**src/sv/one_wire_bus_master_macros.svh**
```systemverilog
// ----------------------------------------------------------------------------
// one_wire_bus_master_macros: assertion helpers
// clocked on clk, disabled while rst is high
// ----------------------------------------------------------------------------
`ifndef ONE_WIRE_BUS_MASTER_MACROS_SVH
`define ONE_WIRE_BUS_MASTER_MACROS_SVH

// antecedent implies consequent in the same cycle
`define OWBM_ASSERT_IMP(label, ante, cons, msg) \
  label: assert property (@(posedge clk) disable iff (rst) (ante) |-> (cons)) \
    else $error(msg);

// antecedent implies consequent in the next cycle
`define OWBM_ASSERT_NEXT(label, ante, cons, msg) \
  label: assert property (@(posedge clk) disable iff (rst) (ante) |=> (cons)) \
    else $error(msg);

`endif

```
**src/sv/owbm_pkg.sv**
```systemverilog
// ----------------------------------------------------------------------------
// owbm_pkg: shared types and constants
// command classes, queue entry, result item, register map and status codes
// ----------------------------------------------------------------------------
package owbm_pkg;

  localparam int TIMEOUT_BITS_DEF = 20;

  // opcodes on the tick channel
  localparam logic [1:0] OP_RESET = 2'd0;
  localparam logic [1:0] OP_WRITE = 2'd1;
  localparam logic [1:0] OP_READ  = 2'd2;
  localparam logic [1:0] OP_WAIT  = 2'd3;

  // status codes
  localparam logic [1:0] ST_OK          = 2'd0;
  localparam logic [1:0] ST_NO_PRESENCE = 2'd1;
  localparam logic [1:0] ST_TIMEOUT     = 2'd2;

  // configuration port
  localparam int CFG_INDEX_W = 4;
  localparam int CFG_DATA_W  = 20;

  localparam logic [CFG_INDEX_W-1:0] REG_RESET_LOW   = 4'd0;
  localparam logic [CFG_INDEX_W-1:0] REG_PRES_WAIT   = 4'd1;
  localparam logic [CFG_INDEX_W-1:0] REG_PRES_TAIL   = 4'd2;
  localparam logic [CFG_INDEX_W-1:0] REG_LONG_SLOT   = 4'd3;
  localparam logic [CFG_INDEX_W-1:0] REG_SHORT_SLOT  = 4'd4;
  localparam logic [CFG_INDEX_W-1:0] REG_SAMPLE_WAIT = 4'd5;
  localparam logic [CFG_INDEX_W-1:0] REG_READ_TAIL   = 4'd6;
  localparam logic [CFG_INDEX_W-1:0] REG_TIMEOUT     = 4'd7;

  // register reset values
  localparam logic [9:0]  RST_RESET_LOW   = 10'd500;
  localparam logic [7:0]  RST_PRES_WAIT   = 8'd80;
  localparam logic [9:0]  RST_PRES_TAIL   = 10'd250;
  localparam logic [7:0]  RST_LONG_SLOT   = 8'd60;
  localparam logic [5:0]  RST_SHORT_SLOT  = 6'd2;
  localparam logic [5:0]  RST_SAMPLE_WAIT = 6'd10;
  localparam logic [7:0]  RST_READ_TAIL   = 8'd50;
  localparam logic [19:0] RST_TIMEOUT     = 20'd1000000;

  // queue between front and back
  localparam int QUEUE_DEPTH = 2;
  localparam int QPTR_W      = $clog2(QUEUE_DEPTH);
  localparam int QCNT_W      = $clog2(QUEUE_DEPTH + 1);

  // command class worked out by the front
  typedef enum logic [4:0] {
    CL_NONE  = 5'b00001,
    CL_RESET = 5'b00010,
    CL_WRITE = 5'b00100,
    CL_READ  = 5'b01000,
    CL_WAIT  = 5'b10000
  } cls_t;

  typedef struct packed {
    cls_t       cls;
    logic [7:0] tx_byte;
    logic       line_in;
  } item_t;

  typedef struct packed {
    logic       drive_low;
    logic       busy_res;
    logic       done_res;
    logic [7:0] rx_byte;
    logic [1:0] status;
  } res_t;

endpackage

```
**src/sv/owbm_if.sv**
```systemverilog
// ----------------------------------------------------------------------------
// owbm_if: channel interfaces
// tick input, result output and configuration write channels
// ----------------------------------------------------------------------------
interface owbm_tick_if;
  logic       valid;
  logic       ready;
  logic       cmd_valid;
  logic [1:0] opcode;
  logic [7:0] tx_byte;
  logic       line_in;

  modport source (output valid, cmd_valid, opcode, tx_byte, line_in, input ready);
  modport sink   (input valid, cmd_valid, opcode, tx_byte, line_in, output ready);
endinterface

interface owbm_res_if;
  logic       valid;
  logic       ready;
  logic       drive_low;
  logic       busy_res;
  logic       done_res;
  logic [7:0] rx_byte;
  logic [1:0] status;

  modport source (output valid, drive_low, busy_res, done_res, rx_byte, status,
                  input ready);
  modport sink   (input valid, drive_low, busy_res, done_res, rx_byte, status,
                  output ready);
endinterface

interface owbm_cfg_if import owbm_pkg::*; ();
  logic                   valid;
  logic                   ready;
  logic [CFG_INDEX_W-1:0] index;
  logic [CFG_DATA_W-1:0]  data;

  modport source (output valid, index, data, input ready);
  modport sink   (input valid, index, data, output ready);
endinterface

```
**src/sv/owbm_front.sv**
```systemverilog
// ----------------------------------------------------------------------------
// owbm_front: tick intake
// registers each tick and classifies its command for the back end
// ----------------------------------------------------------------------------
module owbm_front import owbm_pkg::*; (
  input  logic       clk,
  input  logic       rst,
  input  logic       in_valid,
  output logic       in_ready,
  input  logic       cmd_valid,
  input  logic [1:0] opcode,
  input  logic [7:0] tx_byte,
  input  logic       line_in,
  output logic       push_valid,
  input  logic       push_ready,
  output item_t      push_item
);

  logic  hold_valid;
  item_t hold_item;
  item_t dec_item;

  always_comb begin
    dec_item.tx_byte = tx_byte;
    dec_item.line_in = line_in;
    dec_item.cls     = CL_NONE;
    if (cmd_valid) begin
      unique case (opcode)
        OP_RESET: dec_item.cls = CL_RESET;
        OP_WRITE: dec_item.cls = CL_WRITE;
        OP_READ:  dec_item.cls = CL_READ;
        OP_WAIT:  dec_item.cls = CL_WAIT;
        default:  dec_item.cls = CL_NONE;
      endcase
    end
  end

  assign in_ready   = !hold_valid || push_ready;
  assign push_valid = hold_valid;
  assign push_item  = hold_item;

  always_ff @(posedge clk) begin
    if (rst) begin
      hold_valid <= 1'b0;
    end else if (in_ready) begin
      hold_valid <= in_valid;
    end
  end

  always_ff @(posedge clk) begin
    if (in_valid && in_ready) begin
      hold_item <= dec_item;
    end
  end

endmodule

```
**src/sv/owbm_queue.sv**
```systemverilog
// ----------------------------------------------------------------------------
// owbm_queue: short queue between front and back
// two entries, head read straight from the entry registers
// ----------------------------------------------------------------------------
module owbm_queue import owbm_pkg::*; (
  input  logic  clk,
  input  logic  rst,
  input  logic  push_valid,
  output logic  push_ready,
  input  item_t push_item,
  output logic  pop_valid,
  input  logic  pop,
  output item_t pop_item
);

  item_t             entries [QUEUE_DEPTH];
  logic [QPTR_W-1:0] wr_ptr;
  logic [QPTR_W-1:0] rd_ptr;
  logic [QCNT_W-1:0] count;
  logic              push;

  assign push_ready = (count != QCNT_W'(QUEUE_DEPTH));
  assign push       = push_valid && push_ready;
  assign pop_valid  = (count != '0);
  assign pop_item   = entries[rd_ptr];

  always_ff @(posedge clk) begin
    if (rst) begin
      wr_ptr <= '0;
      rd_ptr <= '0;
      count  <= '0;
    end else begin
      if (push) begin
        wr_ptr <= (wr_ptr == QPTR_W'(QUEUE_DEPTH - 1)) ? '0 : wr_ptr + 1'b1;
      end
      if (pop) begin
        rd_ptr <= (rd_ptr == QPTR_W'(QUEUE_DEPTH - 1)) ? '0 : rd_ptr + 1'b1;
      end
      if (push && !pop) begin
        count <= count + 1'b1;
      end else if (pop && !push) begin
        count <= count - 1'b1;
      end
    end
  end

  always_ff @(posedge clk) begin
    if (push) begin
      entries[wr_ptr] <= push_item;
    end
  end

endmodule

```
**src/sv/owbm_back.sv**
```systemverilog
// ----------------------------------------------------------------------------
// owbm_back: bus sequencer
// runs the slot timing one tick per queue entry, holds the timing registers
// and the result register
// ----------------------------------------------------------------------------
`include "one_wire_bus_master_macros.svh"

module owbm_back import owbm_pkg::*; #(
  parameter int TIMEOUT_BITS = TIMEOUT_BITS_DEF
) (
  input  logic                   clk,
  input  logic                   rst,
  input  logic                   q_valid,
  output logic                   q_pop,
  input  item_t                  q_item,
  output logic                   out_valid,
  input  logic                   out_ready,
  output res_t                   out_res,
  input  logic                   cfg_valid,
  input  logic [CFG_INDEX_W-1:0] cfg_index,
  input  logic [CFG_DATA_W-1:0]  cfg_data
);

  typedef enum logic [12:0] {
    PH_IDLE     = 13'b0000000000001,
    PH_RST_LOW  = 13'b0000000000010,
    PH_RST_WAIT = 13'b0000000000100,
    PH_RST_TAIL = 13'b0000000001000,
    PH_WR_LOW   = 13'b0000000010000,
    PH_WR_REL   = 13'b0000000100000,
    PH_RD_LOW   = 13'b0000001000000,
    PH_RD_WAIT  = 13'b0000010000000,
    PH_RD_TAIL  = 13'b0000100000000,
    PH_WT_LOW   = 13'b0001000000000,
    PH_WT_WAIT  = 13'b0010000000000,
    PH_WT_TAIL  = 13'b0100000000000,
    PH_WT_GAP   = 13'b1000000000000
  } phase_t;

  // timing registers
  logic [9:0]  reset_low_time;
  logic [7:0]  presence_wait;
  logic [9:0]  presence_tail;
  logic [7:0]  long_slot;
  logic [5:0]  short_slot;
  logic [5:0]  read_sample_wait;
  logic [7:0]  read_tail;
  logic [19:0] ready_timeout;

  // sequencer state
  phase_t                  phase, phase_next;
  logic [9:0]              slot_timer, slot_timer_next;
  logic [TIMEOUT_BITS-1:0] poll_count, poll_count_next;
  logic [2:0]              bit_index, bit_index_next;
  logic [7:0]              shift_byte, shift_byte_next;
  logic [1:0]              last_status, last_status_next;
  logic                    sample_bit, sample_bit_next;
  logic [7:0]              rx_reg, rx_reg_next;

  logic                    step;
  logic [TIMEOUT_BITS-1:0] poll_load;
  logic [9:0]              timer_inc;
  logic [9:0]              len_raw;
  logic [9:0]              len;
  logic                    cur_bit;
  res_t                    res_next;

  assign step      = q_valid && (!out_valid || out_ready);
  assign q_pop     = step;
  assign poll_load = TIMEOUT_BITS'(ready_timeout);

  always_comb begin
    phase_next       = phase;
    slot_timer_next  = slot_timer;
    poll_count_next  = poll_count;
    bit_index_next   = bit_index;
    shift_byte_next  = shift_byte;
    last_status_next = last_status;
    sample_bit_next  = sample_bit;
    rx_reg_next      = rx_reg;
    res_next         = '0;
    timer_inc        = '0;
    len_raw          = '0;
    len              = '0;
    cur_bit          = 1'b0;

    // command start, the start tick is already the first phase tick
    if (phase == PH_IDLE) begin
      unique case (q_item.cls)
        CL_RESET: begin
          phase_next      = PH_RST_LOW;
          slot_timer_next = '0;
          bit_index_next  = '0;
          sample_bit_next = 1'b0;
        end
        CL_WRITE: begin
          phase_next      = PH_WR_LOW;
          slot_timer_next = '0;
          bit_index_next  = '0;
          sample_bit_next = 1'b0;
          shift_byte_next = q_item.tx_byte;
        end
        CL_READ: begin
          phase_next      = PH_RD_LOW;
          slot_timer_next = '0;
          bit_index_next  = '0;
          sample_bit_next = 1'b0;
          shift_byte_next = '0;
        end
        CL_WAIT: begin
          slot_timer_next = '0;
          bit_index_next  = '0;
          sample_bit_next = 1'b0;
          poll_count_next = poll_load;
          if (poll_load == '0) begin
            last_status_next  = ST_TIMEOUT;
            res_next.busy_res = 1'b1;
            res_next.done_res = 1'b1;
          end else begin
            phase_next = PH_WT_LOW;
          end
        end
        CL_NONE: ;
        default: ;
      endcase
    end

    if (phase_next != PH_IDLE) begin
      res_next.busy_res  = 1'b1;
      res_next.drive_low = (phase_next == PH_RST_LOW) || (phase_next == PH_WR_LOW) ||
                           (phase_next == PH_RD_LOW)  || (phase_next == PH_WT_LOW);
      cur_bit   = shift_byte_next[bit_index_next];
      timer_inc = slot_timer_next + 10'd1;

      unique case (phase_next)
        PH_RST_LOW:  len_raw = reset_low_time;
        PH_RST_WAIT: len_raw = 10'(presence_wait);
        PH_RST_TAIL: len_raw = presence_tail;
        PH_WR_LOW:   len_raw = cur_bit ? 10'(short_slot) : 10'(long_slot);
        PH_WR_REL:   len_raw = cur_bit ? 10'(long_slot) : 10'(short_slot);
        PH_RD_LOW, PH_WT_LOW:   len_raw = 10'(short_slot);
        PH_RD_WAIT, PH_WT_WAIT: len_raw = 10'(read_sample_wait);
        PH_RD_TAIL, PH_WT_TAIL: len_raw = 10'(read_tail);
        default:     len_raw = 10'd1;
      endcase
      len = (len_raw == '0) ? 10'd1 : len_raw;

      slot_timer_next = timer_inc;
      if (timer_inc >= len || timer_inc == '0) begin
        slot_timer_next = '0;
        unique case (phase_next)
          PH_RST_LOW:  phase_next = PH_RST_WAIT;
          PH_RST_WAIT: begin
            sample_bit_next = q_item.line_in;
            phase_next      = PH_RST_TAIL;
          end
          PH_RST_TAIL: begin
            last_status_next  = sample_bit_next ? ST_NO_PRESENCE : ST_OK;
            phase_next        = PH_IDLE;
            res_next.done_res = 1'b1;
          end
          PH_WR_LOW:   phase_next = PH_WR_REL;
          PH_WR_REL: begin
            bit_index_next = bit_index_next + 3'd1;
            if (bit_index_next != '0) begin
              phase_next = PH_WR_LOW;
            end else begin
              last_status_next  = ST_OK;
              phase_next        = PH_IDLE;
              res_next.done_res = 1'b1;
            end
          end
          PH_RD_LOW:   phase_next = PH_RD_WAIT;
          PH_RD_WAIT: begin
            if (q_item.line_in) begin
              shift_byte_next[bit_index_next] = 1'b1;
            end
            phase_next = PH_RD_TAIL;
          end
          PH_RD_TAIL: begin
            bit_index_next = bit_index_next + 3'd1;
            if (bit_index_next != '0) begin
              phase_next = PH_RD_LOW;
            end else begin
              rx_reg_next       = shift_byte_next;
              last_status_next  = ST_OK;
              phase_next        = PH_IDLE;
              res_next.done_res = 1'b1;
            end
          end
          PH_WT_LOW:   phase_next = PH_WT_WAIT;
          PH_WT_WAIT: begin
            sample_bit_next = q_item.line_in;
            phase_next      = PH_WT_TAIL;
          end
          PH_WT_TAIL: begin
            if (sample_bit_next) begin
              last_status_next  = ST_OK;
              phase_next        = PH_IDLE;
              res_next.done_res = 1'b1;
            end else begin
              phase_next = PH_WT_GAP;
            end
          end
          PH_WT_GAP: begin
            poll_count_next = poll_count_next - 1'b1;
            if (poll_count_next != '0) begin
              phase_next = PH_WT_LOW;
            end else begin
              last_status_next  = ST_TIMEOUT;
              phase_next        = PH_IDLE;
              res_next.done_res = 1'b1;
            end
          end
          default: phase_next = PH_IDLE;
        endcase
      end
    end

    res_next.rx_byte = rx_reg_next;
    res_next.status  = last_status_next;
  end

  // sequencer state and result register
  always_ff @(posedge clk) begin
    if (rst) begin
      phase       <= PH_IDLE;
      slot_timer  <= '0;
      poll_count  <= '0;
      bit_index   <= '0;
      shift_byte  <= '0;
      last_status <= ST_OK;
      sample_bit  <= 1'b0;
      rx_reg      <= '0;
      out_valid   <= 1'b0;
    end else begin
      if (step) begin
        phase       <= phase_next;
        slot_timer  <= slot_timer_next;
        poll_count  <= poll_count_next;
        bit_index   <= bit_index_next;
        shift_byte  <= shift_byte_next;
        last_status <= last_status_next;
        sample_bit  <= sample_bit_next;
        rx_reg      <= rx_reg_next;
        out_valid   <= 1'b1;
      end else if (out_ready) begin
        out_valid <= 1'b0;
      end
    end
  end

  always_ff @(posedge clk) begin
    if (step) begin
      out_res <= res_next;
    end
  end

  // timing registers
  always_ff @(posedge clk) begin
    if (rst) begin
      reset_low_time   <= RST_RESET_LOW;
      presence_wait    <= RST_PRES_WAIT;
      presence_tail    <= RST_PRES_TAIL;
      long_slot        <= RST_LONG_SLOT;
      short_slot       <= RST_SHORT_SLOT;
      read_sample_wait <= RST_SAMPLE_WAIT;
      read_tail        <= RST_READ_TAIL;
      ready_timeout    <= RST_TIMEOUT;
    end else if (cfg_valid) begin
      unique case (cfg_index)
        REG_RESET_LOW:   reset_low_time   <= cfg_data[9:0];
        REG_PRES_WAIT:   presence_wait    <= cfg_data[7:0];
        REG_PRES_TAIL:   presence_tail    <= cfg_data[9:0];
        REG_LONG_SLOT:   long_slot        <= cfg_data[7:0];
        REG_SHORT_SLOT:  short_slot       <= cfg_data[5:0];
        REG_SAMPLE_WAIT: read_sample_wait <= cfg_data[5:0];
        REG_READ_TAIL:   read_tail        <= cfg_data[7:0];
        REG_TIMEOUT:     ready_timeout    <= cfg_data[19:0];
        default: ;
      endcase
    end
  end

  // a held result freezes the sequencer
  `OWBM_ASSERT_NEXT(a_stall_holds_state, out_valid && !out_ready,
    $stable(phase) && $stable(slot_timer) && $stable(bit_index), "state moved under stall")
  // every command ends with the bit counter wrapped back
  `OWBM_ASSERT_IMP(a_idle_bit_zero, phase == PH_IDLE, bit_index == '0,
    "bit index not zero when idle")
  // a finishing tick is always a busy tick
  `OWBM_ASSERT_IMP(a_done_busy, out_valid && out_res.done_res, out_res.busy_res,
    "done without busy")

endmodule

```
**src/sv/one_wire_bus_master.sv**
```systemverilog
// ----------------------------------------------------------------------------
// one_wire_bus_master: 1-wire bus master timed in microsecond ticks
// every tick transfer carries an optional command and the sampled line level;
// every tick gives one result transfer with drive, busy, done, byte and status
// ----------------------------------------------------------------------------
// channels: tick (in), res (out), cfg (register writes, always ready)
// one tick transfer in gives exactly one res transfer out, in order
// commands: reset with presence detect, write byte, read byte, wait ready;
// a command offered while another runs is dropped, bytes go lsb first
// path: each tick goes through the intake register, a queue entry and the
// result register before its result is offered on res
// throughput: one tick per clock cycle unless res stalls; the sequencer does
// one tick of bus time per cycle in one step, so nothing iterates inside a tick
// stall: while res is held the sequencer freezes; the queue and the intake
// register still take up to three further ticks before tick.ready drops
// reset: synchronous rst empties the queue and result register, returns the
// sequencer to idle with byte and status zero, and loads the timing
// registers with their default values
// cfg writes are meant for idle periods; an index past the register list is
// dropped
// ----------------------------------------------------------------------------
module one_wire_bus_master import owbm_pkg::*; #(
  parameter int TIMEOUT_BITS = TIMEOUT_BITS_DEF
) (
  input logic        clk,
  input logic        rst,
  owbm_tick_if.sink  tick,
  owbm_res_if.source res,
  owbm_cfg_if.sink   cfg
);

  // front to queue
  logic  push_valid;
  logic  push_ready;
  item_t push_item;

  // queue to back
  logic  q_valid;
  logic  q_pop;
  item_t q_item;

  // result register
  logic  out_valid;
  res_t  out_res;

  // register writes are taken on any cycle
  assign cfg.ready = 1'b1;

  // intake and command classification
  owbm_front u_front (
    .clk        (clk),
    .rst        (rst),
    .in_valid   (tick.valid),
    .in_ready   (tick.ready),
    .cmd_valid  (tick.cmd_valid),
    .opcode     (tick.opcode),
    .tx_byte    (tick.tx_byte),
    .line_in    (tick.line_in),
    .push_valid (push_valid),
    .push_ready (push_ready),
    .push_item  (push_item)
  );

  // decouples intake from the sequencer
  owbm_queue u_queue (
    .clk        (clk),
    .rst        (rst),
    .push_valid (push_valid),
    .push_ready (push_ready),
    .push_item  (push_item),
    .pop_valid  (q_valid),
    .pop        (q_pop),
    .pop_item   (q_item)
  );

  // slot sequencer, timing registers and result register
  owbm_back #(
    .TIMEOUT_BITS (TIMEOUT_BITS)
  ) u_back (
    .clk       (clk),
    .rst       (rst),
    .q_valid   (q_valid),
    .q_pop     (q_pop),
    .q_item    (q_item),
    .out_valid (out_valid),
    .out_ready (res.ready),
    .out_res   (out_res),
    .cfg_valid (cfg.valid),
    .cfg_index (cfg.index),
    .cfg_data  (cfg.data)
  );

  // result transfer
  assign res.valid     = out_valid;
  assign res.drive_low = out_res.drive_low;
  assign res.busy_res  = out_res.busy_res;
  assign res.done_res  = out_res.done_res;
  assign res.rx_byte   = out_res.rx_byte;
  assign res.status    = out_res.status;

endmodule
```
**src/flat_wrapper.sv**
```systemverilog
// flat-port wrapper written by rule: the top's interface ports become plain ports
module one_wire_bus_master_flat import owbm_pkg::*;
#(
  parameter int TIMEOUT_BITS = TIMEOUT_BITS_DEF
)
  (clk, rst, tick_valid, tick_cmd_valid, tick_opcode, tick_tx_byte, tick_line_in, tick_ready, res_valid, res_drive_low, res_busy_res, res_done_res, res_rx_byte, res_status, res_ready, cfg_valid, cfg_index, cfg_data, cfg_ready);
  owbm_tick_if tick_i ();
  owbm_res_if res_i ();
  owbm_cfg_if cfg_i ();
  input logic clk;
  input logic rst;
  input wire logic [$bits(tick_i.valid)-1:0] tick_valid;
  input wire logic [$bits(tick_i.cmd_valid)-1:0] tick_cmd_valid;
  input wire logic [$bits(tick_i.opcode)-1:0] tick_opcode;
  input wire logic [$bits(tick_i.tx_byte)-1:0] tick_tx_byte;
  input wire logic [$bits(tick_i.line_in)-1:0] tick_line_in;
  output wire logic [$bits(tick_i.ready)-1:0] tick_ready;
  output wire logic [$bits(res_i.valid)-1:0] res_valid;
  output wire logic [$bits(res_i.drive_low)-1:0] res_drive_low;
  output wire logic [$bits(res_i.busy_res)-1:0] res_busy_res;
  output wire logic [$bits(res_i.done_res)-1:0] res_done_res;
  output wire logic [$bits(res_i.rx_byte)-1:0] res_rx_byte;
  output wire logic [$bits(res_i.status)-1:0] res_status;
  input wire logic [$bits(res_i.ready)-1:0] res_ready;
  input wire logic [$bits(cfg_i.valid)-1:0] cfg_valid;
  input wire logic [$bits(cfg_i.index)-1:0] cfg_index;
  input wire logic [$bits(cfg_i.data)-1:0] cfg_data;
  output wire logic [$bits(cfg_i.ready)-1:0] cfg_ready;
  assign tick_i.valid = tick_valid;
  assign tick_i.cmd_valid = tick_cmd_valid;
  assign tick_i.opcode = tick_opcode;
  assign tick_i.tx_byte = tick_tx_byte;
  assign tick_i.line_in = tick_line_in;
  assign tick_ready = tick_i.ready;
  assign res_valid = res_i.valid;
  assign res_drive_low = res_i.drive_low;
  assign res_busy_res = res_i.busy_res;
  assign res_done_res = res_i.done_res;
  assign res_rx_byte = res_i.rx_byte;
  assign res_status = res_i.status;
  assign res_i.ready = res_ready;
  assign cfg_i.valid = cfg_valid;
  assign cfg_i.index = cfg_index;
  assign cfg_i.data = cfg_data;
  assign cfg_ready = cfg_i.ready;
  one_wire_bus_master #(.TIMEOUT_BITS(TIMEOUT_BITS)) u_core (.clk(clk), .rst(rst), .tick(tick_i), .res(res_i), .cfg(cfg_i));
endmodule
```
**config.mk**
```make
export PLATFORM = sky130hd
export DESIGN_NAME = one_wire_bus_master_flat
export DESIGN_NICKNAME = d
export VERILOG_FILES = /design/src/sv/owbm_pkg.sv /design/src/sv/owbm_if.sv /design/src/sv/owbm_front.sv /design/src/sv/owbm_queue.sv /design/src/sv/owbm_back.sv /design/src/sv/one_wire_bus_master.sv /design/src/flat_wrapper.sv
export VERILOG_INCLUDE_DIRS = /design/src /design/src/sv
export SDC_FILE = /design/constraint.sdc
export NUM_CORES = 1
export LEC_CHECK = 0
export ABC_AREA = 0
export BUFFER_PORTS_ARGS = -buffer_cell sky130_fd_sc_hd__buf_2
export CORE_AREA = 3 3 110 192
export CTS_CLUSTER_SIZE = 40
export DETAILED_ROUTE_END_ITERATION = 12
export DIE_AREA = 0 0 113 195
export HOLD_SLACK_MARGIN = 0.06
export PLACE_DENSITY = 0.78
export SYNTH_ARGS = -nofsm -noshare
export SYNTH_HDL_FRONTEND = slang
export SYNTH_HIERARCHICAL = 1
export SYNTH_SLANG_ARGS = --single-unit
```
**constraint.sdc**
```tcl
create_clock -name clk -period 6.6 [get_ports clk]
set_clock_uncertainty 0.2 [all_clocks]
set_input_delay 0.33 -clock clk [delete_from_list [all_inputs] [get_ports clk]]
set_output_delay 0.33 -clock clk [all_outputs]
set_load 0.005 [all_outputs]
```
Word-level counts from Yosys, hierarchy flattened
Memory sizes are Yosys's and may differ from the RTL's. A register that Yosys moved wholly into a read port is not among the register bits.
Cells that the tools add are included.

cells by class
  equality and inequality tests = 29
  $mul = 0
  mux-type cells = 78
  bitwise gates (word level) = 1
  order comparisons = 3
  reduce and logical (&&, ||, !) cells = 40
  add/subtract/negate cells = 7
  divide/modulo/power cells = 0
  shift-type cells = 0

operator list
  cell                   number
  $pmux 13 s11           1
  $mux 20                5
  $mux 8                 11
  $pmux 10 s8            1
  $mux 10                7
  $mux 13                5
  $pmux 13 s4            1
  $mux 2                 13
  $mux 1                 21
  $logic_not 10->1       2
  $logic_not 20->1       1
  $pmux 5 s4             1
  $reduce_bool 20->1     1
  $sub 20x1->20 const B  1
  $eq 4x3->1 const B     4
  $pmux 8 s2             1
  $reduce_and 2->1       8
  $mux 3                 5
  $eq 13x1->1 const B    1
  $eq 13x10->1 const B   1
  $eq 13x11->1 const B   1
  $eq 13x12->1 const B   1
  $eq 13x13->1 const B   1
  $eq 13x2->1 const B    1
  41 further kinds       63

word-level totals
  RAM bits = 28
  memories kept = 1
  input bits = 41
  register bits after elaboration = 174
  latch bits = 0
  logic and storage cells = 188
  bits in read-only memories = 0
  output and inout bits = 16

memory list
  memory                  depth  width  read ports  clocked after memory_dff  wr ports  line              source
  u_core.u_queue.entries  2      14     1           1                         1         owbm_queue.sv:16  item_t entries [QUEUE_DEPTH];

Logic depth before layout (Yosys ltp)
  depth in word-level cells = 15
  gate-level depth with buffers = 26
  mapped depth without buffers = 23

Hierarchy
The synthesis kept the hierarchy.

modules (own cells, without submodules)
  module               cells each  seq. area each (sq um)  times used  area an instance (sq um)
  owbm_back            1128        3233.1                  1           9031.2
  owbm_queue           67          940.9                   1           1234.9
  owbm_front           25          440.4                   1           505.5
  one_wire_bus_master  2           0.0                     1           11.3

Worst setup path after synthesis
Ideal clock, no wire load.

  path kind = reg2reg
  start point = reg (tool-made name)
  end point = reg, netlist name u_core/u_back/out_res[2]
  slack = 507 ps
  required time = 6140 ps
  stages on the path, launching flop included = 25
  data arrival time = 5633 ps
  period minus slack after synthesis = 6093 ps
  library setup time = 260 ps
  path buffers = 4
  path through = dfxtp_1 buf_4 mux2_2 nor3_2 and4_1 and3_1 buf_4 nand3_1 a31oi_1 a2bb2oi_1 buf_2 mux2_4 a221o_1 nor4_1 a41o_1 ha_1 nand2b_1 a21o_1 a21o_1 a211oi_1 o21a_1 a21oi_2 nand3_2 clkbuf_1 mux2_2

==> results.md <==
* Outcome: completed
* Top_reg_cell synth: dfxtp_1
* Area growth, synth to finish at 16.9%
* CTS root buf: clkbuf_16
* Worst Setup End Kind: flop
* Final worst path period share at 95.8%
* GRT Total Usage at 27.0%
* Pre-antenna DRT Iters at 6
* Pin count of the biggest net entering global routing at 89
* Internal reg-to-reg setup slack at 280 ps
* Ys Warns at 6
* Leakage power at 4.87 nW
* Power density cells at 335 nW/µm²
* Commonest non-fill, non-tap cells in the layout: nand2_1, dfxtp_1, nor2_1
* DR iter-0 viols at 860
* Final RePlAce weighted congestion at 0.972
* Grt ovf at 0
* Mapped cell area at 10,800 µm²
* Final hold violation count at 0
* Largest reg by FF count: u_core/u_queue/entries
* Final min period at 6320 ps
* Synth area leader: dfxtp_1
* Worst-margin pin slew at 1020 ps
* CTS sink cnt at 203
* Worst R2R Path Depth at 21
* Initial antenna violation count at 0
* Die area at 22,000 µm²
* Post-synth EDFFs at 55
* Residual DRC at 0
* Layout cell share with drive strength beyond 1 at 16.1%
* Placement Cell Area at 11,500 µm²
* Slew Viols, Final at 0
* # port buffers at 55
* Critical path startpoint category: flop
* Worst slew margin at 31.4%
* Final hold slack at 141 ps
* Clock buffer depth at 3
* RSZ-0062 raised after global routing: no
* Routed wire length at 30,400 µm
* #FFs+latches synth at 203
* Post-Syn Area per Cell at 8.82 µm²
* Number of flip-flops in the largest register at 28
* Number of nets in the layout at 1,377
* Setup Viol. Count Final at 0
* Via-to-Cell Ratio at 6.27
* First-pass GRT wire length at 48,700 µm
* Antenna violation net count after detailed routing at 0
* DIE WIDTH at 113 µm
* Max FO, Critical Path at 14
* Worst skew pair latency at 500 ps
* Cells after Synth at 1,222
* Vias in the first global route at 9,481
* Type of the tightest min-delay check: in2reg
* Avg WL per Cell at 19.3 µm
* Design Area, Final at 12,600 µm²
* Area contributors post-synth: dfxtp_1, edfxtp_1, nand2_1
* Distinct cells, synth at 86
* Peak supply drop at 274 µV
* Starting Density at 54.6%
* I/O pins at 57
* Core Footprint at 19,700 µm²
* Fillers at 1,643
* Dpl hpwl at 21,400 µm
* CTS tree: yes
* Post-synth top area share at 27.5%
* Reg2reg end: u_core/u_back/out_res[2]
* H-Tree Depth at 1
* Sequential cell area fraction in the yosys report at 42.8%
* Multi-input gate area at 5810 µm²
* Post-synthesis async set-or-reset flop share at 0%
* Clk pin slew, worst setup/hold paths at 70 ps
* Critical Path AT at 6370 ps
* Max Cap Viol at 0
* Setup CP Type: reg2reg
* TritonCTS Buffers at 20
* FF/Latch Area at 4620 µm²
* Row cnt at 68
* Die H at 195 µm
* Peak Freq at 0.158 GHz
* Vias at 9,879
* Setup TNS at 0 ps
* Crit path required time at 6650 ps
* Tot Pwr at 4.22 mW
* Setup crit end: u_core/u_back/out_res[2]
* Post-Syn Nets at 1,279
* Antenna diode count at 0
-- cell type report --
cell class / count / area share (%)
well taps: 245 / 2.43
inverters: 34 / 1.01
clock inverters: 9 / 1.05
flip-flops and latches: 203 / 36.6
repair buffers: 148 / 8.44
clock buffers: 23 / 4.31
multi-input cells: 913 / 46.1
-- kinds of logic (layout without fill, tap and decap cells) --
kind of cell,after synthesis,in the layout,synth area share (%)
AOI/OAI and AO/OA,280,280,17.8
xor gates and xnor gates,23,23,1.87
adders and majority gates,16,16,1.86
buffers and inverters,106,214,4.07
DFF,203,203,42.8
muxes,59,59,5.79
other,1,1,0.0348
and+or+nand+nor,534,534,25.7
-- what timing repair did --
action	4_1_cts	5_1_grt
pin swaps	0	1
endpoints found under the setup margin	17	67
endpoints found under the hold margin	78	0
setup buffers	0	2
hold buffers	35	0
resized for setup	2	14
-- worst max-delay path: stages, from the launching register on --
cell and delay, ps:
dfxtp_2 400, mux2_2 440, nor4b_4 330, buf_4 170
nand3_1 100, or3_1 380, o211a_1 230, and3_1 250
and2_1 210, a2111o_1 360, a221o_1 290, nor4_1 290
a41o_1 220, ha_1 220, nand2b_1 140, a21o_1 180
a21o_1 170, a211oi_1 280, o21a_1 330, a21oi_4 150
nand3_2 310, mux2_2 390
-- how the worst min path moves through the flow --
stage	start	end	slack [ps]	cells past startpoint
after floorplan	rst	u_core/u_front/push_valid	200	1
after global placement	u_core/u_front/push_item[2]	u_core/u_queue/entries[0][2]	220	0
after detailed placement	u_core/u_front/push_item[2]	u_core/u_queue/entries[1][2]	230	0
after CTS	rst	u_core/u_back/slot_timer[1]	130	2
after global routing	rst	u_core/u_back/bit_index[0]	160	2
final	rst	u_core/u_queue/count[0]	140	2
-- power by group --
| group | internal, mW | switching (mW) | leakage (nW) | total, mW |
|---|---|---|---|---|
| clock | 0.708 | 0.481 | 0.328 | 1.19 |
| sequential | 1.41 | 0.0805 | 1.72 | 1.49 |
| combinational | 0.550 | 0.989 | 2.82 | 1.54 |
| total | 2.67 | 1.55 | 4.87 | 4.22 |
-- cells in the mapped netlist, drive strengths merged (8+ instances only) --
| cell type | number |
|---|---|
| a22oi | 25 |
| mux2 | 24 |
| nand2 | 148 |
| nor2b | 17 |
| a211oi | 20 |
| a31oi | 8 |
| nand3b | 21 |
| dfxtp | 148 |
| and2 | 8 |
| a211o | 22 |
| edfxtp | 55 |
| o21ai | 50 |
| nand2b | 9 |
| inv | 34 |
| and3 | 22 |
| nor3 | 37 |
| buf | 19 |
| xor2 | 10 |
| a21oi | 75 |
| nand3 | 35 |
| or4 | 11 |
| xnor2 | 13 |
| clkbuf | 53 |
| mux2i | 35 |
| ha | 16 |
| nor2 | 140 |
| or3 | 15 |
| nor4b | 9 |
| nand4 | 11 |
| nor4 | 30 |
-- metal layers --
metal / track usage [%] / share of wire, % / wire (µm)
met4: 14.0 / 5.5 / 1660
met3: 3.13 / 5.3 / 1600
met5: 0 / 0 / 0
met1: 31.8 / 38 / 11600
met2: 47.4 / 51 / 15600
-- through the flow --
stage	instances	worst slack [ps]	utilization [%]
after floorplan	1222	507	-
after global placement	1506	48.9	58.2
after global routing	1575	15.0	63.9
final	1575	280	63.9
after detailed placement	1506	-123	58.2
after CTS	1573	30.2	63.5
(Power assumes the default switching activity.)
